<file path="config.mk">
export PLATFORM = sky130hd
export DESIGN_NAME = first_fit_block_allocator
export DESIGN_NICKNAME = d
export VERILOG_FILES = /design/src/hw/rtl/ffba_pkg.sv /design/src/hw/rtl/first_fit_block_allocator.sv
export SDC_FILE = /design/constraint.sdc
export NUM_CORES = 2
export LEC_CHECK = 0
export BUFFER_PORTS_ARGS = -buffer_cell sky130_fd_sc_hd__clkbuf_2
export CAP_MARGIN = 20
export CORE_UTILIZATION = 40
export DETAILED_ROUTE_END_ITERATION = 8
export PLACE_DENSITY_LB_ADDON = 0.2
export SLEW_MARGIN = 30
export SYNTH_ARGS = -nofsm -noshare
export SYNTH_HDL_FRONTEND = slang
export SYNTH_SLANG_ARGS = --single-unit
export TNS_END_PERCENT = 30
</file>
<file path="constraint.sdc">
create_clock -name clk_i -period 9.6 [get_ports clk_i]
set_clock_uncertainty 0.1 [all_clocks]
set_input_delay 1.92 -clock clk_i [delete_from_list [all_inputs] [get_ports clk_i]]
set_output_delay 1.92 -clock clk_i [all_outputs]
set_load 0.1 [all_outputs]
</file>
<file path="src/hw/rtl/ffba_pkg.sv">
// Shared types and codes for the first-fit block allocator.
`timescale 1ns / 1ps
`default_nettype none

package ffba_pkg;

  localparam int REQ_W = 21;
  localparam int OFF_W = 20;
  localparam int CNT_W = 21;

  localparam logic OP_ALLOC = 1'b0;
  localparam logic OP_FREE  = 1'b1;

  typedef enum logic [2:0] {
    ST_OK      = 3'd0,
    ST_ZERO    = 3'd1,
    ST_NOFIT   = 3'd2,
    ST_RANGE   = 3'd3,
    ST_DOUBLE  = 3'd4,
    ST_NOSTART = 3'd5
  } status_e;

  typedef struct packed {
    logic             op;
    logic [REQ_W-1:0] request_bytes;
    logic [OFF_W-1:0] release_offset;
  } req_t;

  typedef struct packed {
    logic [2:0]       status;
    logic [OFF_W-1:0] payload_offset;
    logic [CNT_W-1:0] free_bytes;
    logic [CNT_W-1:0] used_bytes;
  } rsp_t;

endpackage

`default_nettype wire

</file>
<file path="src/hw/rtl/first_fit_block_allocator.sv">
// First-fit heap allocator with coalescing: sequencer over one block-table memory.
//
//   channel | direction | handshake                 | payload
//   --------+-----------+---------------------------+--------------------------------
//   in      | to block  | in_valid_i / in_stall_o   | ffba_pkg::req_t  (op, size, off)
//   out     | from block| out_valid_o / out_stall_i | ffba_pkg::rsp_t  (status, off, totals)
//
// Sequencing: one transaction at a time, from acceptance to the result register.
// Allocate: round the size up to the granule (reciprocal multiply, then multiply
// back), scan table entries up to the fit, on a split move entries to open a slot
// and write the new entry, then write the allocated one. A miss ends at the last entry.
// Free: scan entries, fetch the following entry when there is one, write the merged
// block, then move entries to close up merged entries when entries are removed.
// Errors caught at acceptance skip the table and go straight to the result.
// Reset: table holds one free block covering the heap; entry 0 reads as that
// block until first written, so no clearing pass is needed.
// Stalls: a finished result waits in the output register; a new transaction is
// taken meanwhile, and only its own result waits on out_stall_i.
`timescale 1ns / 1ps
`default_nettype none

module first_fit_block_allocator #(
  parameter int HEAP_BYTES    = 1048576,
  parameter int GRANULE_BYTES = 16,
  parameter int HEADER_BYTES  = 24,
  parameter int MAX_BLOCKS    = 64
) (
  input  wire logic           clk_i,
  input  wire logic           rst_ni,
  input  wire logic           in_valid_i,
  output logic                in_stall_o,
  input  wire ffba_pkg::req_t in_data_i,
  output logic                out_valid_o,
  input  wire logic           out_stall_i,
  output ffba_pkg::rsp_t      out_data_o
);
  import ffba_pkg::*;

  // widths
  localparam int AW  = $clog2(HEAP_BYTES);           // block start / size
  localparam int CW  = ((AW > 23) ? AW : 23) + 2;    // compare and sum width
  localparam int UW  = $clog2(HEAP_BYTES + 1);       // used total
  localparam int OW  = (UW > CNT_W) ? UW : CNT_W;
  localparam int IW  = $clog2(MAX_BLOCKS);
  localparam int NW  = $clog2(MAX_BLOCKS + 1);
  localparam int TW  = REQ_W + 1;                    // request plus granule - 1
  localparam int DL  = $clog2(GRANULE_BYTES);
  localparam int DS  = TW + DL;                      // reciprocal shift

  // ceil(2^DS / granule): exact quotient for every TW-bit dividend
  localparam longint unsigned RECIP =
    ((64'd1 << DS) + 64'(GRANULE_BYTES) - 64'd1) / 64'(GRANULE_BYTES);
  localparam logic [TW:0] RECIP_C = (TW+1)'(RECIP);

  localparam logic [CW-1:0] HDR_C  = CW'(HEADER_BYTES);
  localparam logic [CW-1:0] GRN_C  = CW'(GRANULE_BYTES);
  localparam logic [CW-1:0] HEAP_C = CW'(HEAP_BYTES);
  localparam logic [NW-1:0] MAX_C  = NW'(MAX_BLOCKS);

  localparam logic [3:0] S_IDLE    = 4'd0;
  localparam logic [3:0] S_DIV     = 4'd1;
  localparam logic [3:0] S_SCAN_RD = 4'd2;
  localparam logic [3:0] S_SCAN_CK = 4'd3;
  localparam logic [3:0] S_SH_RD   = 4'd4;
  localparam logic [3:0] S_SH_WR   = 4'd5;
  localparam logic [3:0] S_INS     = 4'd6;
  localparam logic [3:0] S_WRI     = 4'd7;
  localparam logic [3:0] S_NX_RD   = 4'd8;
  localparam logic [3:0] S_NX_CK   = 4'd9;
  localparam logic [3:0] S_MRG     = 4'd10;
  localparam logic [3:0] S_RM_RD   = 4'd11;
  localparam logic [3:0] S_RM_WR   = 4'd12;
  localparam logic [3:0] S_DONE    = 4'd13;
  localparam logic [3:0] S_MUL     = 4'd14;

  typedef struct packed {
    logic [AW-1:0] start;
    logic [AW-1:0] size;
    logic          free;
  } entry_t;

  localparam entry_t ENT_RST = '{start: '0, size: AW'(HEAP_BYTES - HEADER_BYTES), free: 1'b1};

  // block table
  entry_t mem [MAX_BLOCKS];
  entry_t rd_q, ent, wdata;
  logic   def_q, e0_q, we;
  logic [IW-1:0] raddr, waddr;

  always_ff @(posedge clk_i) begin
    if (we) begin
      mem[waddr] <= wdata;
    end
    rd_q <= mem[raddr];
  end

  always_ff @(posedge clk_i or negedge rst_ni) begin
    if (!rst_ni) begin
      def_q <= 1'b0;
      e0_q  <= 1'b0;
    end else begin
      def_q <= (raddr == '0) && !e0_q;
      if (we && waddr == '0) begin
        e0_q <= 1'b1;
      end
    end
  end

  assign ent = def_q ? ENT_RST : rd_q;

  // sequencer state
  logic [3:0]       state_q, state_d;
  logic             op_q, op_d;
  logic [REQ_W-1:0] req_q, req_d;
  logic [AW-1:0]    hdr_q, hdr_d;
  logic [TW-1:0]    quo_q, quo_d;
  logic [NW-1:0]    idx_q, idx_d, k_q, k_d, cnt_q, cnt_d;
  logic [1:0]       rmn_q, rmn_d;
  logic [UW-1:0]    used_q, used_d;
  entry_t           cur_q, cur_d, prv_q, prv_d, nxt_q, nxt_d;
  logic             nxv_q, nxv_d, split_q, split_d;
  logic [CW-1:0]    aligned_q, aligned_d;
  status_e          st_q, st_d;
  logic [OFF_W-1:0] pay_q, pay_d;
  logic             out_valid_q;
  rsp_t             out_q;
  logic             in_acc, out_load;

  // shared datapath pieces
  logic [TW-1:0]   rnd_up;
  logic [2*TW:0]   quo_prod;
  logic [CW-1:0]   off_x, ent_sz, fsize, msum;
  logic [NW-1:0]   idx_p1;
  logic [NW:0]     k_plus_n;
  logic            pf, nf;
  logic [OW-1:0]   used_x, free_x;

  assign in_stall_o = (state_q != S_IDLE);
  assign in_acc     = in_valid_i && !in_stall_o;
  assign out_load   = (state_q == S_DONE) && (!out_valid_q || !out_stall_i);

  assign rnd_up   = TW'(req_q) + TW'(GRANULE_BYTES - 1);
  assign quo_prod = (2*TW+1)'(rnd_up) * (2*TW+1)'(RECIP_C);
  assign off_x    = CW'(in_data_i.release_offset);
  assign ent_sz   = CW'(ent.size);
  assign idx_p1   = idx_q + NW'(1);
  assign k_plus_n = (NW+1)'(k_q) + (NW+1)'(rmn_q);
  assign fsize    = split_q ? aligned_q : CW'(cur_q.size);
  assign pf       = (idx_q != '0) && prv_q.free;
  assign nf       = nxv_q && nxt_q.free;
  assign msum     = (pf ? CW'(prv_q.size) + HDR_C : '0) + CW'(cur_q.size)
                  + (nf ? HDR_C + CW'(nxt_q.size) : '0);

  always_comb begin
    state_d   = state_q;
    op_d      = op_q;
    req_d     = req_q;
    hdr_d     = hdr_q;
    quo_d     = quo_q;
    idx_d     = idx_q;
    k_d       = k_q;
    rmn_d     = rmn_q;
    cnt_d     = cnt_q;
    used_d    = used_q;
    cur_d     = cur_q;
    prv_d     = prv_q;
    nxt_d     = nxt_q;
    nxv_d     = nxv_q;
    split_d   = split_q;
    aligned_d = aligned_q;
    st_d      = st_q;
    pay_d     = pay_q;
    raddr     = '0;
    waddr     = '0;
    wdata     = ent;
    we        = 1'b0;
    unique case (state_q)
      S_IDLE: begin
        if (in_acc) begin
          op_d  = in_data_i.op;
          req_d = in_data_i.request_bytes;
          pay_d = '0;
          idx_d = '0;
          nxv_d = 1'b0;
          if (in_data_i.op == OP_ALLOC) begin
            if (in_data_i.request_bytes == '0) begin
              st_d    = ST_ZERO;
              state_d = S_DONE;
            end else begin
              state_d = S_DIV;
            end
          end else if (off_x < HDR_C || (off_x - HDR_C) >= HEAP_C) begin
            st_d    = ST_RANGE;
            state_d = S_DONE;
          end else begin
            hdr_d   = AW'(off_x - HDR_C);
            state_d = S_SCAN_RD;
          end
        end
      end
      S_DIV: begin
        // granule count, rounded up, by reciprocal multiply
        quo_d   = TW'(quo_prod >> DS);
        state_d = S_MUL;
      end
      S_MUL: begin
        aligned_d = CW'(CW'(quo_q) * GRN_C);
        state_d   = S_SCAN_RD;
      end
      S_SCAN_RD: begin
        raddr   = idx_q[IW-1:0];
        state_d = S_SCAN_CK;
      end
      S_SCAN_CK: begin
        if (op_q == OP_ALLOC) begin
          if (ent.free && ent_sz >= aligned_q) begin
            cur_d   = ent;
            split_d = (ent_sz >= aligned_q + HDR_C + GRN_C) && (cnt_q < MAX_C);
            k_d     = cnt_q;
            if (!((ent_sz >= aligned_q + HDR_C + GRN_C) && (cnt_q < MAX_C))) begin
              state_d = S_WRI;
            end else if (cnt_q == idx_p1) begin
              state_d = S_INS;
            end else begin
              state_d = S_SH_RD;
            end
          end else if (idx_p1 == cnt_q) begin
            st_d    = ST_NOFIT;
            state_d = S_DONE;
          end else begin
            prv_d   = ent;
            idx_d   = idx_p1;
            state_d = S_SCAN_RD;
          end
        end else begin
          if (ent.start == hdr_q) begin
            if (ent.free) begin
              st_d    = ST_DOUBLE;
              state_d = S_DONE;
            end else begin
              cur_d   = ent;
              state_d = (idx_p1 < cnt_q) ? S_NX_RD : S_MRG;
            end
          end else if (idx_p1 == cnt_q) begin
            st_d    = ST_NOSTART;
            state_d = S_DONE;
          end else begin
            prv_d   = ent;
            idx_d   = idx_p1;
            state_d = S_SCAN_RD;
          end
        end
      end
      S_SH_RD: begin
        raddr   = IW'(k_q - NW'(1));
        state_d = S_SH_WR;
      end
      S_SH_WR: begin
        we    = 1'b1;
        waddr = k_q[IW-1:0];
        wdata = ent;
        k_d   = k_q - NW'(1);
        state_d = ((k_q - NW'(1)) == idx_p1) ? S_INS : S_SH_RD;
      end
      S_INS: begin
        we          = 1'b1;
        waddr       = idx_p1[IW-1:0];
        wdata.start = AW'(CW'(cur_q.start) + HDR_C + aligned_q);
        wdata.size  = AW'(CW'(cur_q.size) - aligned_q - HDR_C);
        wdata.free  = 1'b1;
        cnt_d       = cnt_q + NW'(1);
        state_d     = S_WRI;
      end
      S_WRI: begin
        we          = 1'b1;
        waddr       = idx_q[IW-1:0];
        wdata.start = cur_q.start;
        wdata.size  = AW'(fsize);
        wdata.free  = 1'b0;
        used_d      = UW'(CW'(used_q) + fsize + HDR_C);
        pay_d       = OFF_W'(CW'(cur_q.start) + HDR_C);
        st_d        = ST_OK;
        state_d     = S_DONE;
      end
      S_NX_RD: begin
        raddr   = idx_p1[IW-1:0];
        state_d = S_NX_CK;
      end
      S_NX_CK: begin
        nxt_d   = ent;
        nxv_d   = 1'b1;
        state_d = S_MRG;
      end
      S_MRG: begin
        // only the neighbors can be free: the table never holds two free in a row
        we         = 1'b1;
        wdata.free = 1'b1;
        wdata.size = AW'(msum);
        used_d     = UW'(CW'(used_q) - CW'(cur_q.size) - HDR_C);
        st_d       = ST_OK;
        if (pf) begin
          waddr       = IW'(idx_q - NW'(1));
          wdata.start = prv_q.start;
          k_d         = idx_q;
          rmn_d       = nf ? 2'd2 : 2'd1;
          state_d     = S_RM_RD;
        end else begin
          waddr       = idx_q[IW-1:0];
          wdata.start = cur_q.start;
          k_d         = idx_p1;
          rmn_d       = 2'd1;
          state_d     = nf ? S_RM_RD : S_DONE;
        end
      end
      S_RM_RD: begin
        if (k_plus_n >= (NW+1)'(cnt_q)) begin
          cnt_d   = cnt_q - NW'(rmn_q);
          state_d = S_DONE;
        end else begin
          raddr   = k_plus_n[IW-1:0];
          state_d = S_RM_WR;
        end
      end
      S_RM_WR: begin
        we      = 1'b1;
        waddr   = k_q[IW-1:0];
        wdata   = ent;
        k_d     = k_q + NW'(1);
        state_d = S_RM_RD;
      end
      S_DONE: begin
        if (out_load) begin
          state_d = S_IDLE;
        end
      end
      default: begin
        state_d = S_IDLE;
      end
    endcase
  end

  always_ff @(posedge clk_i or negedge rst_ni) begin
    if (!rst_ni) begin
      state_q     <= S_IDLE;
      cnt_q       <= NW'(1);
      used_q      <= '0;
      out_valid_q <= 1'b0;
    end else begin
      state_q <= state_d;
      cnt_q   <= cnt_d;
      used_q  <= used_d;
      if (out_load) begin
        out_valid_q <= 1'b1;
      end else if (!out_stall_i) begin
        out_valid_q <= 1'b0;
      end
    end
  end

  always_ff @(posedge clk_i) begin
    op_q      <= op_d;
    req_q     <= req_d;
    hdr_q     <= hdr_d;
    quo_q     <= quo_d;
    idx_q     <= idx_d;
    k_q       <= k_d;
    rmn_q     <= rmn_d;
    cur_q     <= cur_d;
    prv_q     <= prv_d;
    nxt_q     <= nxt_d;
    nxv_q     <= nxv_d;
    split_q   <= split_d;
    aligned_q <= aligned_d;
    st_q      <= st_d;
    pay_q     <= pay_d;
    if (out_load) begin
      out_q.status         <= st_q;
      out_q.payload_offset <= (st_q == ST_OK) ? pay_q : '0;
      out_q.free_bytes     <= free_x[CNT_W-1:0];
      out_q.used_bytes     <= used_x[CNT_W-1:0];
    end
  end

  assign used_x = OW'(used_q);
  assign free_x = OW'(HEAP_BYTES) - OW'(used_q);

  assign out_valid_o = out_valid_q;
  assign out_data_o  = out_q;

  // checks
  a_cnt_range: assert property (@(posedge clk_i) disable iff (!rst_ni)
    cnt_q != '0 && cnt_q <= MAX_C)
    else $error("block count out of range");

  a_used_range: assert property (@(posedge clk_i) disable iff (!rst_ni)
    CW'(used_q) <= HEAP_C)
    else $error("used total exceeds heap");

  a_out_from_done: assert property (@(posedge clk_i) disable iff (!rst_ni)
    $rose(out_valid_q) |-> $past(state_q) == S_DONE)
    else $error("result raised outside completion");

  a_accept_busy: assert property (@(posedge clk_i) disable iff (!rst_ni)
    in_acc |=> state_q != S_IDLE)
    else $error("accepted transaction not started");

  a_no_write_idle: assert property (@(posedge clk_i) disable iff (!rst_ni)
    state_q == S_IDLE |-> !we)
    else $error("table write while idle");

endmodule

`default_nettype wire
</file>
==> metrics.cfg <==
[clock_tree]
ctsHoldBuffers = 0
clockBufferDepth = 4
path_clk_slew_ns = 0.06
clock-sinks = 2985
cts_setup_buffers = 0
root_buffer = clkbuf_16
htreeDepth = 5
cts_resized = 0
insertion_delay_ns = 0.94
cts_made_buffers = 317
cts_tree = done

[run_status]
status = finished clean

[worst_setup_path]
critPathKind = reg2reg
crit_family = compound AO/OA/AOI/OAI gates
max_stage_delay_ns = 0.72
slowest_stage = a2111oi_0
cp-start-kind = flip-flop
setup.worst_path.end_class = flip-flop
cp_cell_sequence = inv_1, ha_1, or3b_2, o41a_1, and2_1, fa_1, ha_1, fa_1, a21o_1, a21oi_1, o211ai_1, a21oi_1, o21ai_0, a2111oi_0, nor3_1, xor2_1, a222oi_1, o21ai_4, buf_4
cp.required_ns = 10.07
crit_fanout = 64
worstPathArrival_ns = 7.51
crit_buf_inv = 2

[routing]
viasPerCell = 5.88
antenna_left = 0
via_count = 84000
drc = 0
wl_um = 425000
drt_iter0_markers = 11300
drtPass1Iterations = 6
wl_per_cell_um = 29.7

[power_and_ir_drop]
power_density_mw_per_mm2 = 367
power.leakage_nw = 49.3
irDropWorstVdd_v = 0.000340

[global_route]
grt_overflow_total = 0
grt_max_degree = 175
antenna_found_initial = 26
grt_pass1_vias = 78600
grt_pass1_wl_um = 596000
grt_usage_pct = 26.3

[final_layout]
syn_to_final_growth_pct = 13.9
fin_area_sq_mm = 0.143
fill_cells = 27600
fin_nets = 10100
drive_gt1_share_pct = 10.3

[logic_synthesis]
ys.flop_type = edfxtp_1
synth-seq-cells = 2985
synth_edf_count = 2909
synthArstFlopShare_pct = 1.17
yosysSeqAreaShare_pct = 70.8
syn-cell-area_sq_mm = 0.126
ys_warn_count = 0
avgSynthCellArea_sq_um = 13.0
synth_cell_type_count = 92
postSynthCellCount = 9714
syn-num-nets = 9992

[sta]
finalSetupViolCount = 0
period_minus_slack_ns = 7.04
slew_viol_final = 0
worst_pin_slew_ns = 1.11
max-slew-margin-rel_pct = 26.3
hold_viol_final = 0
finalSetupTns_ns = 0
finalCritPeriodShare_pct = 73.3
fmax_ghz = 0.142
rsz0062_at_grt = false

[placement]
gp_congestion = 0.864
portBuffers = 112
hpwl_um = 248000
postPlaceCellArea_sq_mm = 0.133

[job]
maxCapViolCount = 0

[floorplan]
fp.dieH_um = 563
dieArea_sq_mm = 0.317
num_rows = 205
initial_utilization_pct = 40.3
placeableCoreArea_sq_mm = 0.312
die_x_um = 563
io_pins = 113

[hold_path]
hold_path.class = reg2reg

[final timing paths]
kind	to	cells after the start	startpoint	slack, ns
worst min-delay path	aligned_q[11]	0	quo_q[7]	0.32
min in group asynchronous	used_q[5]	2	rst_ni	0.99
worst max-delay path	mem[19][18]	19	idx_q[0]	2.56
worst min register to register	aligned_q[11]	0	quo_q[7]	0.32
worst max register to register	mem[19][18]	19	idx_q[0]	2.56
max in group asynchronous	def_q	2	rst_ni	7.96
[state kept, by name (all words and copies together) (netlist names), 20 cells and up]
name        flops
out_data_o     64
cur_q          40
pay_q          20
nxt_q          21
hdr_q          20
rd_q           41
used_q         21
mem          2624
prv_q          41
req_q          21
[final cells by class]
| cell class | count | area, sq um | area share, % |
|---|---|---|---|
| inverter | 190 | 713 | 0.498 |
| timing repair buffer | 391 | 3580 | 2.50 |
| tap | 4140 | 5180 | 3.61 |
| multi-input combinational | 5979 | 34700 | 24.2 |
| clock buffer | 403 | 8510 | 5.94 |
| antenna | 21 | 52.6 | 0.0367 |
| sequential | 2985 | 89100 | 62.1 |
| clock inverter | 168 | 1510 | 1.05 |
[placed cells by master, fill, tap and decap left out, types with 66 or more instances in the layout]
cell type / instances
a31oi_1: 238
nor2_1: 214
clkbuf_2: 112
xor2_1: 96
inv_1: 188
nor3_1: 67
edfxtp_1: 2909
clkbuf_16: 323
a32oi_1: 66
a311oi_1: 84
ha_1: 207
clkbuf_1: 67
o21ai_0: 140
nand3_1: 879
nand2_1: 2313
xnor2_1: 152
and3_1: 147
nand4_1: 128
mux2i_1: 190
nor2_4: 79
a21oi_1: 245
buf_4: 215
[cells in the mapped netlist (30+ instances only)]
| master | n | area share (%) |
|---|---|---|
| ha_1 | 207 | 2.1 |
| nor2b_1 | 42 | 0.21 |
| buf_2 | 291 | 1.2 |
| mux2i_1 | 190 | 1.5 |
| nor3_1 | 68 | 0.27 |
| o21ai_0 | 149 | 0.59 |
| and3_1 | 149 | 0.74 |
| nor2_1 | 298 | 0.89 |
| xnor2_1 | 152 | 1.1 |
| buf_1 | 57 | 0.17 |
| a21o_1 | 33 | 0.20 |
| dfrtp_1 | 34 | 0.68 |
| nand2_1 | 2323 | 6.9 |
| nand4_1 | 128 | 0.64 |
| o22ai_1 | 48 | 0.24 |
| a211oi_1 | 43 | 0.26 |
| nor4_1 | 30 | 0.15 |
| edfxtp_1 | 2909 | 69 |
| a31oi_1 | 242 | 1.2 |
| a21oi_1 | 265 | 1.1 |
| dfxtp_1 | 41 | 0.65 |
| o221ai_1 | 40 | 0.28 |
| inv_1 | 190 | 0.57 |
| clkbuf_1 | 192 | 0.57 |
| a311oi_1 | 84 | 0.58 |
| and2_1 | 51 | 0.25 |
| a32oi_1 | 66 | 0.46 |
| nand3_1 | 880 | 3.5 |
| xor2_1 | 96 | 0.67 |
[layer usage]
layer / vias to the layer above / track usage (%) / wire [um]
met1: 42700 / 36.5 / 173000
met5: - / 0.136 / 108
met4: 8 / 9.33 / 17200
met3: 722 / 4.79 / 41300
met2: 4216 / 41.5 / 194000
li1: 36400 / - / -
[worst register-to-register path, stage by stage (launching register included)]
cell       delay [ns]
edfxtp_1         0.57
inv_1            0.23
ha_1             0.22
or3b_2           0.51
o41a_1           0.56
and2_1           0.28
fa_1             0.43
ha_1             0.23
fa_1             0.46
a21o_1           0.18
a21oi_1          0.28
o211ai_1         0.22
a21oi_1          0.21
o21ai_0          0.16
a2111oi_0        0.72
nor3_1           0.15
xor2_1           0.17
a222oi_1         0.38
o21ai_4          0.23
buf_4            0.36
[stage by stage]
stage | cells | worst slack (ns) | util (%) | power (mW) | hold WS [ns]
floorplan | 9714 | 2.20 | - | 31.7 | 0.300
global placement | 13600 | 2.40 | 42.3 | 40.0 | 0.304
detailed placement | 13700 | 2.59 | 42.6 | 40.4 | 0.305
CTS | 14300 | 2.55 | 45.8 | 52.4 | 0.319
global route | 14300 | 2.21 | 45.9 | 54.6 | 0.323
finish | 14300 | 2.56 | 45.9 | 52.6 | 0.318
[cell families after synthesis]
logic type               count (synthesis)  share of synthesized area [%]
buffers and inverters                  750                           2.59
multiplexers                           201                           1.65
AND/OR/NAND/NOR                       4067                           14.1
adder cells (fa/ha/maj)                232                           2.46
AO/OA/AOI/OAI                         1231                           6.70
XOR/XNOR                               248                           1.73
flip-flops                            2985                           70.8
[power breakdown]
group / internal (mW) / leakage, nW / switching, mW
logic: 5.31 / 17.3 / 15.9
clock network: 6.90 / 4.90 / 5.11
registers: 18.7 / 27.1 / 0.653
total: 30.9 / 49.3 / 21.7
No activity file was read; power rests on OpenSTA's default activity.
